`config.mk`:
```
export PLATFORM = sky130hd
export DESIGN_NAME = asmg_cordic
export DESIGN_NICKNAME = d
export VERILOG_FILES = /design/src/hw/rtl/asmg_pkg.sv /design/src/hw/rtl/asmg_cordic.sv
export SDC_FILE = /design/constraint.sdc
export NUM_CORES = 2
export LEC_CHECK = 0
export BUFFER_PORTS_ARGS = -buffer_cell sky130_fd_sc_hd__buf_2
export CAP_MARGIN = 30
export CORE_MARGIN = 8
export CORE_UTILIZATION = 40
export CTS_CLUSTER_SIZE = 40
export DETAILED_ROUTE_END_ITERATION = 10
export PLACE_DENSITY = 0.59
export RECOVER_POWER = 25
export SYNTH_ARGS = -nofsm -noshare
export SYNTH_HDL_FRONTEND = slang
export SYNTH_SLANG_ARGS = --single-unit
```
`constraint.sdc`:
```
create_clock -name aclk -period 14.2 [get_ports aclk]
set_clock_uncertainty 0.05 [all_clocks]
set_input_delay 3.55 -clock aclk [delete_from_list [all_inputs] [get_ports aclk]]
set_output_delay 3.55 -clock aclk [all_outputs]
set_load 0.01 [all_outputs]
```
`src/hw/rtl/asmg_pkg.sv`:
```
`timescale 1ns / 1ps
// ----------------------------------------------------------------------------
// asmg_pkg
// Shared constants, register indexes and the CORDIC angle table for the
// annulus sector mesh generator.
// ----------------------------------------------------------------------------
package asmg_pkg;

    localparam int MAX_SEGMENTS_DEF  = 256;
    localparam int CORDIC_STAGES_DEF = 16;

    localparam int IDX_W  = 8;
    localparam int CNT_W  = 9;
    localparam int CFG_W  = 17;
    localparam int ANG_W  = 32;
    localparam int TRIG_W = 32;

    typedef enum logic [2:0] {
        REG_CENTER_X      = 3'd0,
        REG_CENTER_Y      = 3'd1,
        REG_INNER_RADIUS  = 3'd2,
        REG_OUTER_RADIUS  = 3'd3,
        REG_START_ANGLE   = 3'd4,
        REG_SWEEP         = 3'd5,
        REG_SEGMENT_COUNT = 3'd6
    } reg_idx_t;

    // CORDIC gain-compensated start vector, Q2.30.
    localparam logic signed [TRIG_W-1:0] CORDIC_X0 = 32'sd652032874;

    function automatic logic signed [ANG_W:0] atan_turns(input int k);
        logic signed [ANG_W:0] r;
        begin
            case (k)
                0:  r = 33'sd536870912;
                1:  r = 33'sd316933406;
                2:  r = 33'sd167458907;
                3:  r = 33'sd85004756;
                4:  r = 33'sd42667331;
                5:  r = 33'sd21354465;
                6:  r = 33'sd10679838;
                7:  r = 33'sd5340245;
                8:  r = 33'sd2670163;
                9:  r = 33'sd1335087;
                10: r = 33'sd667544;
                11: r = 33'sd333772;
                12: r = 33'sd166886;
                13: r = 33'sd83443;
                14: r = 33'sd41722;
                15: r = 33'sd20861;
                16: r = 33'sd10430;
                17: r = 33'sd5215;
                18: r = 33'sd2608;
                19: r = 33'sd1304;
                20: r = 33'sd652;
                21: r = 33'sd326;
                22: r = 33'sd163;
                23: r = 33'sd81;
                default: r = '0;
            endcase
            return r;
        end
    endfunction

endpackage

```
`src/hw/rtl/asmg_cordic.sv`:
```
`timescale 1ns / 1ps
// ----------------------------------------------------------------------------
// asmg_cordic
// Pipelined rotation CORDIC with quadrant fold; returns cosine and sine Q2.30.
// ----------------------------------------------------------------------------
module asmg_cordic #(
    parameter int STAGES = asmg_pkg::CORDIC_STAGES_DEF,
    parameter int TAG_W  = 8
) (
    input  logic                                 aclk,
    input  logic                                 aresetn,
    input  logic                                 en,
    input  logic                                 in_valid,
    input  logic [asmg_pkg::ANG_W-1:0]           in_angle,
    input  logic [TAG_W-1:0]                     in_tag,
    output logic                                 out_valid,
    output logic signed [asmg_pkg::TRIG_W-1:0]   out_cos,
    output logic signed [asmg_pkg::TRIG_W-1:0]   out_sin,
    output logic [TAG_W-1:0]                     out_tag
);
    import asmg_pkg::*;

    logic                     v_reg [STAGES+1];
    logic signed [TRIG_W:0]   x_reg [STAGES+1];
    logic signed [TRIG_W:0]   y_reg [STAGES+1];
    logic signed [ANG_W:0]    z_reg [STAGES+1];
    logic [1:0]               q_reg [STAGES+1];
    logic [TAG_W-1:0]         t_reg [STAGES+1];
    logic [ANG_W-1:0]         a_rot;

    assign a_rot = in_angle + 32'h2000_0000;

    always_ff @(posedge aclk) begin
        if (!aresetn) begin
            for (int i = 0; i <= STAGES; i++) v_reg[i] <= 1'b0;
        end else if (en) begin
            v_reg[0] <= in_valid;
            for (int i = 0; i < STAGES; i++) v_reg[i+1] <= v_reg[i];
        end
    end

    always_ff @(posedge aclk) begin
        if (en) begin
            x_reg[0] <= (TRIG_W+1)'(CORDIC_X0);
            y_reg[0] <= '0;
            z_reg[0] <= $signed({3'b000, a_rot[29:0]}) - 33'sh0_2000_0000;
            q_reg[0] <= a_rot[31:30];
            t_reg[0] <= in_tag;
            for (int k = 0; k < STAGES; k++) begin
                if (!z_reg[k][ANG_W]) begin
                    x_reg[k+1] <= x_reg[k] - (y_reg[k] >>> k);
                    y_reg[k+1] <= y_reg[k] + (x_reg[k] >>> k);
                    z_reg[k+1] <= z_reg[k] - atan_turns(k);
                end else begin
                    x_reg[k+1] <= x_reg[k] + (y_reg[k] >>> k);
                    y_reg[k+1] <= y_reg[k] - (x_reg[k] >>> k);
                    z_reg[k+1] <= z_reg[k] + atan_turns(k);
                end
                q_reg[k+1] <= q_reg[k];
                t_reg[k+1] <= t_reg[k];
            end
        end
    end

    logic signed [TRIG_W:0] xf, yf;
    assign xf = x_reg[STAGES];
    assign yf = y_reg[STAGES];

    always_comb begin
        case (q_reg[STAGES])
            2'd0:    begin out_cos = TRIG_W'(xf);  out_sin = TRIG_W'(yf);  end
            2'd1:    begin out_cos = TRIG_W'(-yf); out_sin = TRIG_W'(xf);  end
            2'd2:    begin out_cos = TRIG_W'(-xf); out_sin = TRIG_W'(-yf); end
            default: begin out_cos = TRIG_W'(yf);  out_sin = TRIG_W'(-xf); end
        endcase
    end

    assign out_valid = v_reg[STAGES];
    assign out_tag   = t_reg[STAGES];
endmodule

```
==> results.yml <==
outcome:
  status: "finished, violations left"
  violations: "capacitance limit, slew limit"
final_layout:
  area_growth_pct: 9.14
  fin_nets: 14300
  drive_above_1_share_pct: 4.13
  largest_reg_flops: 495
clock_tree:
  h-tree-depth: 4
  cts_buffers: 193
  cts_max_path_buffers: 4
  cts.sinks: 1641
  holdBufCountCts: 0
  clk_pin_slew_ns: 0.06
  cts_resized: 0
  cts_tree: "done"
  clkLatencyLatePin_ns: 0.89
  postCtsSetupBuffers: 0
  cts_root_buffer: "clkbuf_16"
yosys:
  yosysSeqAreaShare_pct: 38.8
  syn_area_um2: 127000
  yosysMostFrequentCell: "edfxtp_1"
  avgSynthCellArea_um2: 9.96
  synthMuxAreaShare_pct: 0.866
  syn_nets: 14200
  synth_compound_area_share_pct: 19.0
  synth_cells: 12700
  synth_top_family_by_area: "compound AO/OA/AOI/OAI gates"
  synth_edf_count: 1641
  ys.flop_type: "edfxtp_1"
  async_reset_ff_share_pct: 0
  synth_top_area_share_pct: 38.8
  synth_xor_area_share_pct: 13.1
  yosys.cell_types.count: 94
  synthSimpleGateAreaFrac_pct: 11.9
  yosys.area_share.adder_pct: 14.1
  netlist_top_cells_area: "edfxtp_1 (39%), ha_1 (13%), xnor2_1 (8.9%)"
  ys_warn_count: 0
  synth-seq-cells: 1641
  synth_commonest_cells: "edfxtp_1 (1,641), ha_1 (1,365), a21oi_1 (1,333)"
  synth_top_area_cell: "edfxtp_1"
route:
  finalWirelength_mm: 324
  dr.pass1.iters: 6
  drc: 0
  drt-initial-drc-count: 6763
  drtAntennaViolNets: 0
  vias: 94600
  routed_wire_length_per_instance_um: 18.8
  viasPerCell: 5.49
grt:
  grt_usage_pct: 18.6
  grt_max_degree: 154
  antenna_found_initial: 3
  grt_pass1_wl_mm: 504
  grt_pass1_vias: 89000
  overflow: 0
placed_design:
  dp_slack_ns: 4.82
  routabilityCongestion: 0.906
  place.port_buffers: 116
  dpl.hpwl_mm: 255
hold_path:
  min_path_type: "reg2reg"
flow_run:
  cap_violations: 15
die:
  core_area_um2: 317000
  die_w_um: 579
  fp-row-count: 207
  die-area_um2: 336000
  die_y_um: 579
  pin_count: 117
  initial_utilization_pct: 40.1
sta:
  finalHoldViolations: 0
  fin_tns_setup_ns: 0
  fmax_mhz: 98.1
  hold_slack_ns: 0.340
  finalSetupViolations: 0
  fin_ws_ns: 4.01
  worstMarginPinSlew_ns: 4.02
  rsz0062_at_grt: "no"
  slew_viol_final: 775
  fin_crit_ns: 10.19
  relSlewSlack_pct: -168
  finalCritPeriodShare_pct: 71.8
setup_path:
  path_class: "in2reg"
  required_ns: 14.72
  start_kind: "input pin"
  cp.arrival_ns: 10.71
  path_max_fanout: 60
  critPathCaptureType: "flop"
-- per-stage QoR --
stage	utilization (%)	instance area (um^2)	cells
after floorplan	-	127000	12700
after global placement	41.8	132000	16900
after detailed placement	41.8	132000	16900
after CTS	43.7	139000	17200
after global routing	43.7	138000	17200
final	43.7	139000	17200
-- critical path, stage by stage --
cell	delay (ns)
buf_12	0.16
nand2_1	0.13
clkbuf_1	1.53
clkinv_1	1.12
buf_4	0.55
nor2_1	0.17
xnor2_1	0.13
ha_1	0.28
a21o_1	0.19
a21oi_1	0.24
o21bai_1	0.11
a2111oi_0	0.69
o31ai_1	0.29
nand3_1	0.19
a311oi_1	0.17
nor3b_1	0.20
o21ai_1	0.27
nand2b_1	0.14
a221oi_1	0.34
xnor2_1	0.11
-- layout make-up --
type / count / area, um^2
fillers: 30400 / 178000
multi-input cells: 10400 / 74800
flip-flops and latches: 1641 / 49300
well taps: 4180 / 5230
clock buffers: 221 / 4960
inverters: 522 / 1960
clock inverters: 125 / 1190
repair buffers: 183 / 1090
diodes: 6 / 15.0
-- metal layers --
metal | GRT usage, % | up-vias | share of wire [%]
met5 | 0 | - | 0
met1 | 25.5 | 44800 | 47
met3 | 1.83 | 416 | 4.0
met2 | 31.2 | 1806 | 46
li1 | - | 47600 | -
met4 | 5.04 | 0 | 3.0
-- cell families after synthesis --
logic type | after synthesis
flip-flops | 1641
buffers and inverters | 751
adder cells (fa/ha/maj) | 1408
AO/OA/AOI/OAI | 3809
multiplexers | 103
XOR/XNOR | 1893
AND/OR/NAND/NOR | 3139
-- path summary, 6_finish.rpt --
path	from	end	slack, ns	cells after the start
worst max register to register	z_reg[7][32]	z_reg[8][32]	6.51	16
worst max-delay path	en	y_reg[7][30]	4.01	20
worst min-delay path	z_reg[10][0]	z_reg[11][0]	0.34	0
worst min register to register	z_reg[10][0]	z_reg[11][0]	0.34	0
-- cells in the final DEF (no fill, tap or decap), types with 209 or more instances in the layout --
| cell | synthesis | layout |
|---|---|---|
| a21oi_1 | 1333 | 1333 |
| a21o_1 | 668 | 668 |
| xor2_1 | 599 | 599 |
| nand2_1 | 744 | 741 |
| nor2_1 | 944 | 944 |
| inv_1 | 515 | 514 |
| nand3_1 | 209 | 209 |
| o21ai_0 | 551 | 551 |
| nor3_1 | 253 | 253 |
| edfxtp_1 | 1641 | 1641 |
| xnor2_1 | 1294 | 1294 |
| ha_1 | 1365 | 1365 |
Power is not shown: default switching activity piles up to over one toggle a cycle in this logic, so the estimate is an artifact.
