<file path="src/hw/rtl/asmg_divider.sv">
`timescale 1ns / 1ps
// ----------------------------------------------------------------------------
// asmg_divider
// Pipelined restoring divider, one quotient bit per stage. Carries a tag.
// ----------------------------------------------------------------------------
module asmg_divider #(
    parameter int NUM_W = 33,
    parameter int DEN_W = 9,
    parameter int TAG_W = 8
) (
    input  logic             aclk,
    input  logic             aresetn,
    input  logic             en,
    input  logic             in_valid,
    input  logic [NUM_W-1:0] in_num,
    input  logic [DEN_W-1:0] in_den,
    input  logic [TAG_W-1:0] in_tag,
    output logic             out_valid,
    output logic [NUM_W-1:0] out_quo,
    output logic [TAG_W-1:0] out_tag
);
    logic             v_reg   [NUM_W+1];
    logic [NUM_W-1:0] q_reg   [NUM_W+1];
    logic [DEN_W:0]   r_reg   [NUM_W+1];
    logic [DEN_W-1:0] d_reg   [NUM_W+1];
    logic [TAG_W-1:0] t_reg   [NUM_W+1];

    always_ff @(posedge aclk) begin
        if (!aresetn) begin
            for (int i = 0; i <= NUM_W; i++) v_reg[i] <= 1'b0;
        end else if (en) begin
            v_reg[0] <= in_valid;
            for (int i = 0; i < NUM_W; i++) v_reg[i+1] <= v_reg[i];
        end
    end

    always_ff @(posedge aclk) begin
        if (en) begin
            q_reg[0] <= in_num;
            r_reg[0] <= '0;
            d_reg[0] <= in_den;
            t_reg[0] <= in_tag;
            for (int i = 0; i < NUM_W; i++) begin
                logic [DEN_W+1:0] trial;
                trial = {r_reg[i], q_reg[i][NUM_W-1]};
                if (trial >= {2'b00, d_reg[i]}) begin
                    r_reg[i+1] <= (DEN_W+1)'(trial - {2'b00, d_reg[i]});
                    q_reg[i+1] <= {q_reg[i][NUM_W-2:0], 1'b1};
                end else begin
                    r_reg[i+1] <= trial[DEN_W:0];
                    q_reg[i+1] <= {q_reg[i][NUM_W-2:0], 1'b0};
                end
                d_reg[i+1] <= d_reg[i];
                t_reg[i+1] <= t_reg[i];
            end
        end
    end

    assign out_valid = v_reg[NUM_W];
    assign out_quo   = q_reg[NUM_W];
    assign out_tag   = t_reg[NUM_W];
endmodule

</file>
<file path="config.mk">
export PLATFORM = sky130hd
export DESIGN_NAME = asmg_divider
export DESIGN_NICKNAME = d
export VERILOG_FILES = /design/src/hw/rtl/asmg_divider.sv
export SDC_FILE = /design/constraint.sdc
export NUM_CORES = 2
export LEC_CHECK = 0
export BUFFER_PORTS_ARGS = -buffer_cell sky130_fd_sc_hd__buf_2
export CORE_MARGIN = 8
export CORE_UTILIZATION = 35
export DETAILED_ROUTE_END_ITERATION = 8
export GPL_TIMING_DRIVEN = 0
export SLEW_MARGIN = 40
export SYNTH_ARGS = -nofsm -noshare
export SYNTH_HDL_FRONTEND = slang
export SYNTH_SLANG_ARGS = --single-unit
</file>
<file path="constraint.sdc">
create_clock -name aclk -period 3.3 [get_ports aclk]
set_input_delay 0.165 -clock aclk [delete_from_list [all_inputs] [get_ports aclk]]
set_output_delay 0.165 -clock aclk [all_outputs]
set_load 0.1 [all_outputs]
</file>
==> impl_summary.md <==
Timing
Setup repair after global routing left no endpoint under its margin. Static timing analysis puts the maximum clock frequency at between 300 and 400 MHz. At the pin with the least slew margin, the transition time is ~0.7 ns. The tightest hold margin is between 0.1 and 0.15 ns.

The final-report hold violation count is 0. The setup TNS after final layout is 0 ns. The count of final max-slew check failures is 0. The max-slew headroom at the worst pin is a little over half. The final count of negative-setup-slack endpoints is 0.

On the final layout, the worst clock skew is 0.0487 ns. The final critical-path required period is 3.11 ns. The worst path uses a little over nine tenths of the clock period.

Floorplan
The floorplan step defined a die boundary enclosing between 200000 and 250000 um^2. In this run the horizontal extent of the chip is 493 um. After floorplanning, the core was sized to cover between 200000 and 250000 um^2. Once the floorplan was initialized, standard cells occupied 35.1% of the core. From bottom edge to top edge, the die measures between 400 and 500 um. The cell row count is 175.

For this design the top-level I/O count stands at 96.

Logic synthesis
Of the post-synthesis cell area, the part taken by muxes is about 4.2%. The portion of synthesized cell area occupied by the leading cell type is between 70% and 80%. In the synthesized netlist the dominant register cell turns out to be sky130_fd_sc_hd__edfxtp_1.

The synthesized netlist devotes 3.69% of its cell area to simple gates. The number of synthesized register bits is just over 2000. Synthesis instantiated 63 different standard cells from the library. The synthesized cell area is between 70000 and 80000 um^2. The number of instances in the synthesized netlist is between 4000 and 5000. The yosys synthesis warning count is 0. The main combinational cell family by area after synthesis is compound AO/OA/AOI/OAI gates.

When the netlist entered floorplanning its net count stood at approximately 5000. In the post-synthesis netlist, the biggest area contributors are sky130_fd_sc_hd__edfxtp_1 76%, sky130_fd_sc_hd__ha_1 4.6%, sky130_fd_sc_hd__mux2_2 1.9%, sky130_fd_sc_hd__inv_1 1.8%, sky130_fd_sc_hd__xnor2_1 1.2%. The synthesized netlist devotes under 10% of its cell area to compound gates.

The mean post-synth cell area is between 15 and 20 um^2. The area share of xor/xnor cells in the synthesized design is under 10%. By count the netlist is led by 2011 x sky130_fd_sc_hd__edfxtp_1, 377 x sky130_fd_sc_hd__inv_1, 290 x sky130_fd_sc_hd__ha_1. The most numerous cell in the Yosys netlist is sky130_fd_sc_hd__edfxtp_1. The cell taking the most area after synthesis is sky130_fd_sc_hd__edfxtp_1. The number of enable-type register cells in the synthesized netlist is 2011. The share of synthesized flip-flops with an asynchronous set or reset is 0%. The share of the Yosys chip area taken by registers is about 77%. Summing the areas of all fa, ha and maj instances in the mapped netlist gives about 5.3% of the synthesized area.

Detailed routing
The detail-routed via count per cell is between 4 and 5. The pre-antenna-repair detailed-routing pass consisted of 5 iterations. After detailed routing, the number of remaining DRC violations is 0. The DRC marker count from the first detailed-route iteration is between 1500 and 2000. The average detailed-routed wire length per instance is 14.7 um.

Summed over all layers, the routed wires come to between 100 and 150 mm. The count of nets left with antenna violations once routing finished came out at 0. The total number of vias is 36294.

Critical path
Together, buffers and inverters on the worst path number 8. Broken down by cell family, the worst path's largest delay share belongs to buffers and inverters. The setup check on the worst reg-to-reg path leaves a slack of approximately 0.65 ns. The data arrival time of the critical path is ~3.7 ns.

The worst path required time is just under 4 ns. In this run the critical register-to-register path is launched from q_reg[14][65]$_DFFE_PP_. The master of the slowest instance on the critical path is sky130_fd_sc_hd__dlygate4sd3_1.

For this run, the slowest stage of the critical path takes between 0.5 and 0.6 ns. The startpoint type of the worst setup path is a primary input. The count of cells along the worst register-to-register path is 9.

Walking the worst path, the cells encountered are dlygate4sd3_1 > buf_12 > buf_16 > buf_2 > buf_2 > clkbuf_4 > clkbuf_2 > buf_16 > a21boi_0 > nor2_1. The capturing point of the worst reg2reg path is r_reg[15][6]$_DFFE_PP_. Along the worst path, the maximum fanout reaches between 80 and 90. The element type at the critical path end is a flop. The category of the most critical setup path is primary input to flop.

Clocking
The total clock buffers created by CTS is 200. CTS built an H-tree with a depth of 4. At the later pin of the worst-skew pair, clock insertion delay measures ~0.8 ns. The buffer cell driving the clock tree root is sky130_fd_sc_hd__clkbuf_16. Once the clock tree was built, the setup fixing pass inserted 0 buffers.

The CTS tree is built. CTS saw about 2000 sinks. The maximum buffer depth of the clock tree is 3. The clock-pin slew on the worst setup and hold paths is roughly 0.06 ns.

Final layout
The final layout contains approximately 5300 nets. Cells fill about two fifths of the core in the end. The fraction of final layout cells sized beyond drive strength 1 is between 10% and 20%.

Compared with the post-synthesis result, the final layout area differs by 15.8%. The register with the most flip-flops in the layout has 1122 of them. Summing all non-filler instances in the final layout gives an area of 92300 um^2.

Global routing
The first global-routing pass estimated roughly 190 mm of wire. The number of global-route vias before repair was between 30000 and 40000. Entering global routing, the biggest net connects around 100 pins. The residual overflow from global routing is 0. The number of antenna violations at the first check in global routing was 3. For this run, the total global-route usage over all layers was measured as about a tenth.

Placement
The number of buffer cells added on primary ports is 95. The HPWL reported at the end of detailed placement is approximately 81 mm. The placed instances occupy a cell area of between 80000 and 90000 um^2. The final weighted congestion in routability-driven placement is 0.860.

Power
The power density relative to cell area is 752 nW/um^2. The share of total power dissipated in the clock network is 32.5%. The internal cell power is approximately 52 mW. The worst supply voltage drop on vdd is around 0.52 mV. The share of power burned in combinational logic is a little under a fifth. The net switching fraction of the power is 25.3%. The static power due to leakage is between 30 and 40 nW. In this run, flip-flops and latches consume 48.5% of the power. The total chip power is between 60 and 70 mW.

The net switching power is 17.5 mW.

Worst hold path
For hold timing, the worst endpoint is t_reg[0][1]$_DFFE_PP_. The worst hold path was traced through 2 stages. The path category of the worst min-delay check is primary input to flop.

The startpoint of the lowest-slack hold path is in_tag[1].

Status
The run finished with clean final reports.

Flow run
The max-cap violation count is 0.
[metrics by stage]
| stage | worst slack [ns] | instances |
|---|---|---|
| 2_1_floorplan | 0.904 | 4494 |
| 3_3_place_gp | -12.11 | 7598 |
| 3_5_place_dp | -0.553 | 7623 |
| 4_1_cts | 0.0798 | 8093 |
| 5_1_grt | 0.0810 | 8093 |
| 6_report | 0.190 | 8094 |
[power groups by stage]
stage	registers, mW	logic (mW)	clock network [mW]
floorplan	33.7	10.3	0
global placement	34.3	12.6	0
detailed placement	34.2	13.0	0
CTS	33.6	13.2	23.4
global route	33.9	14.6	24.4
finish	33.6	13.2	22.6
[layout by cell type (no fill, tap or decap), types with 38 or more instances in the layout]
cell                            count
sky130_fd_sc_hd__edfxtp_1        2011
sky130_fd_sc_hd__inv_1            377
sky130_fd_sc_hd__ha_1             290
sky130_fd_sc_hd__clkbuf_16        204
sky130_fd_sc_hd__mux2_2           131
sky130_fd_sc_hd__a21oi_1          126
sky130_fd_sc_hd__nor2_1           118
sky130_fd_sc_hd__xnor2_1          112
sky130_fd_sc_hd__buf_2            105
sky130_fd_sc_hd__dlygate4sd3_1    101
sky130_fd_sc_hd__a21o_1            96
sky130_fd_sc_hd__xor2_1            80
sky130_fd_sc_hd__mux2i_1           77
sky130_fd_sc_hd__nand2_1           73
sky130_fd_sc_hd__a211oi_1          70
sky130_fd_sc_hd__o21ai_0           66
sky130_fd_sc_hd__clkbuf_1          61
sky130_fd_sc_hd__nand3_1           50
sky130_fd_sc_hd__nand4_1           47
sky130_fd_sc_hd__and2_1            46
sky130_fd_sc_hd__o22ai_1           45
sky130_fd_sc_hd__buf_4             45
sky130_fd_sc_hd__mux2_1            43
sky130_fd_sc_hd__mux2_4            42
sky130_fd_sc_hd__nor2b_1           39
sky130_fd_sc_hd__or2_2             38
[area by class of cell]
type,count,area [um^2]
tap,3009,3760
antenna,1,2.50
timing repair buffer,222,2090
inverter,377,1420
fill,20228,135000
clock buffer,258,5340
sequential,2045,61100
multi-input combinational,1966,16600
buffer,106,744
clock inverter,110,1300
[cell families after synthesis]
group                      Yosys count
and+or+nand+nor                    543
adders and majority gates          321
AOI/OAI and AO/OA                  617
DFF                               2045
xor gates and xnor gates           192
buffers and inverters              483
muxes                              293
[how the worst max path moves through the flow]
stage	start	endpoint	slack, ns	depth (start not counted)
final	en	r_reg[0][15]$_SDFFCE_PP0P_	0.19	10
after global routing	en	r_reg[1][18]$_DFFE_PP_	0.08	9
after CTS	en	r_reg[0][15]$_SDFFCE_PP0P_	0.08	10
after detailed placement	en	r_reg[0][15]$_SDFFCE_PP0P_	-0.55	9
after global placement	en	q_reg[1][36]$_DFFE_PP_	-12.11	5
after floorplan	en	q_reg[10][0]$_DFFE_PP_	0.90	4
[timing repair]
item                                    in CTS  in global routing
hold endpoints to repair                   162                  0
resized for setup                            0                  1
hold buffers                               102                  0
endpoints found under the setup margin       0                  2
[metal layers]
metal  up-vias  GRT usage, %  part of all wire [%]
met5         -             0                0.0084
met4         2          3.79                   3.4
met3       290          2.29                   4.2
met2       612          17.8                    51
met1     17396          10.7                    41
li1      17994             -                     -
Power figures use the tool's default switching activity.
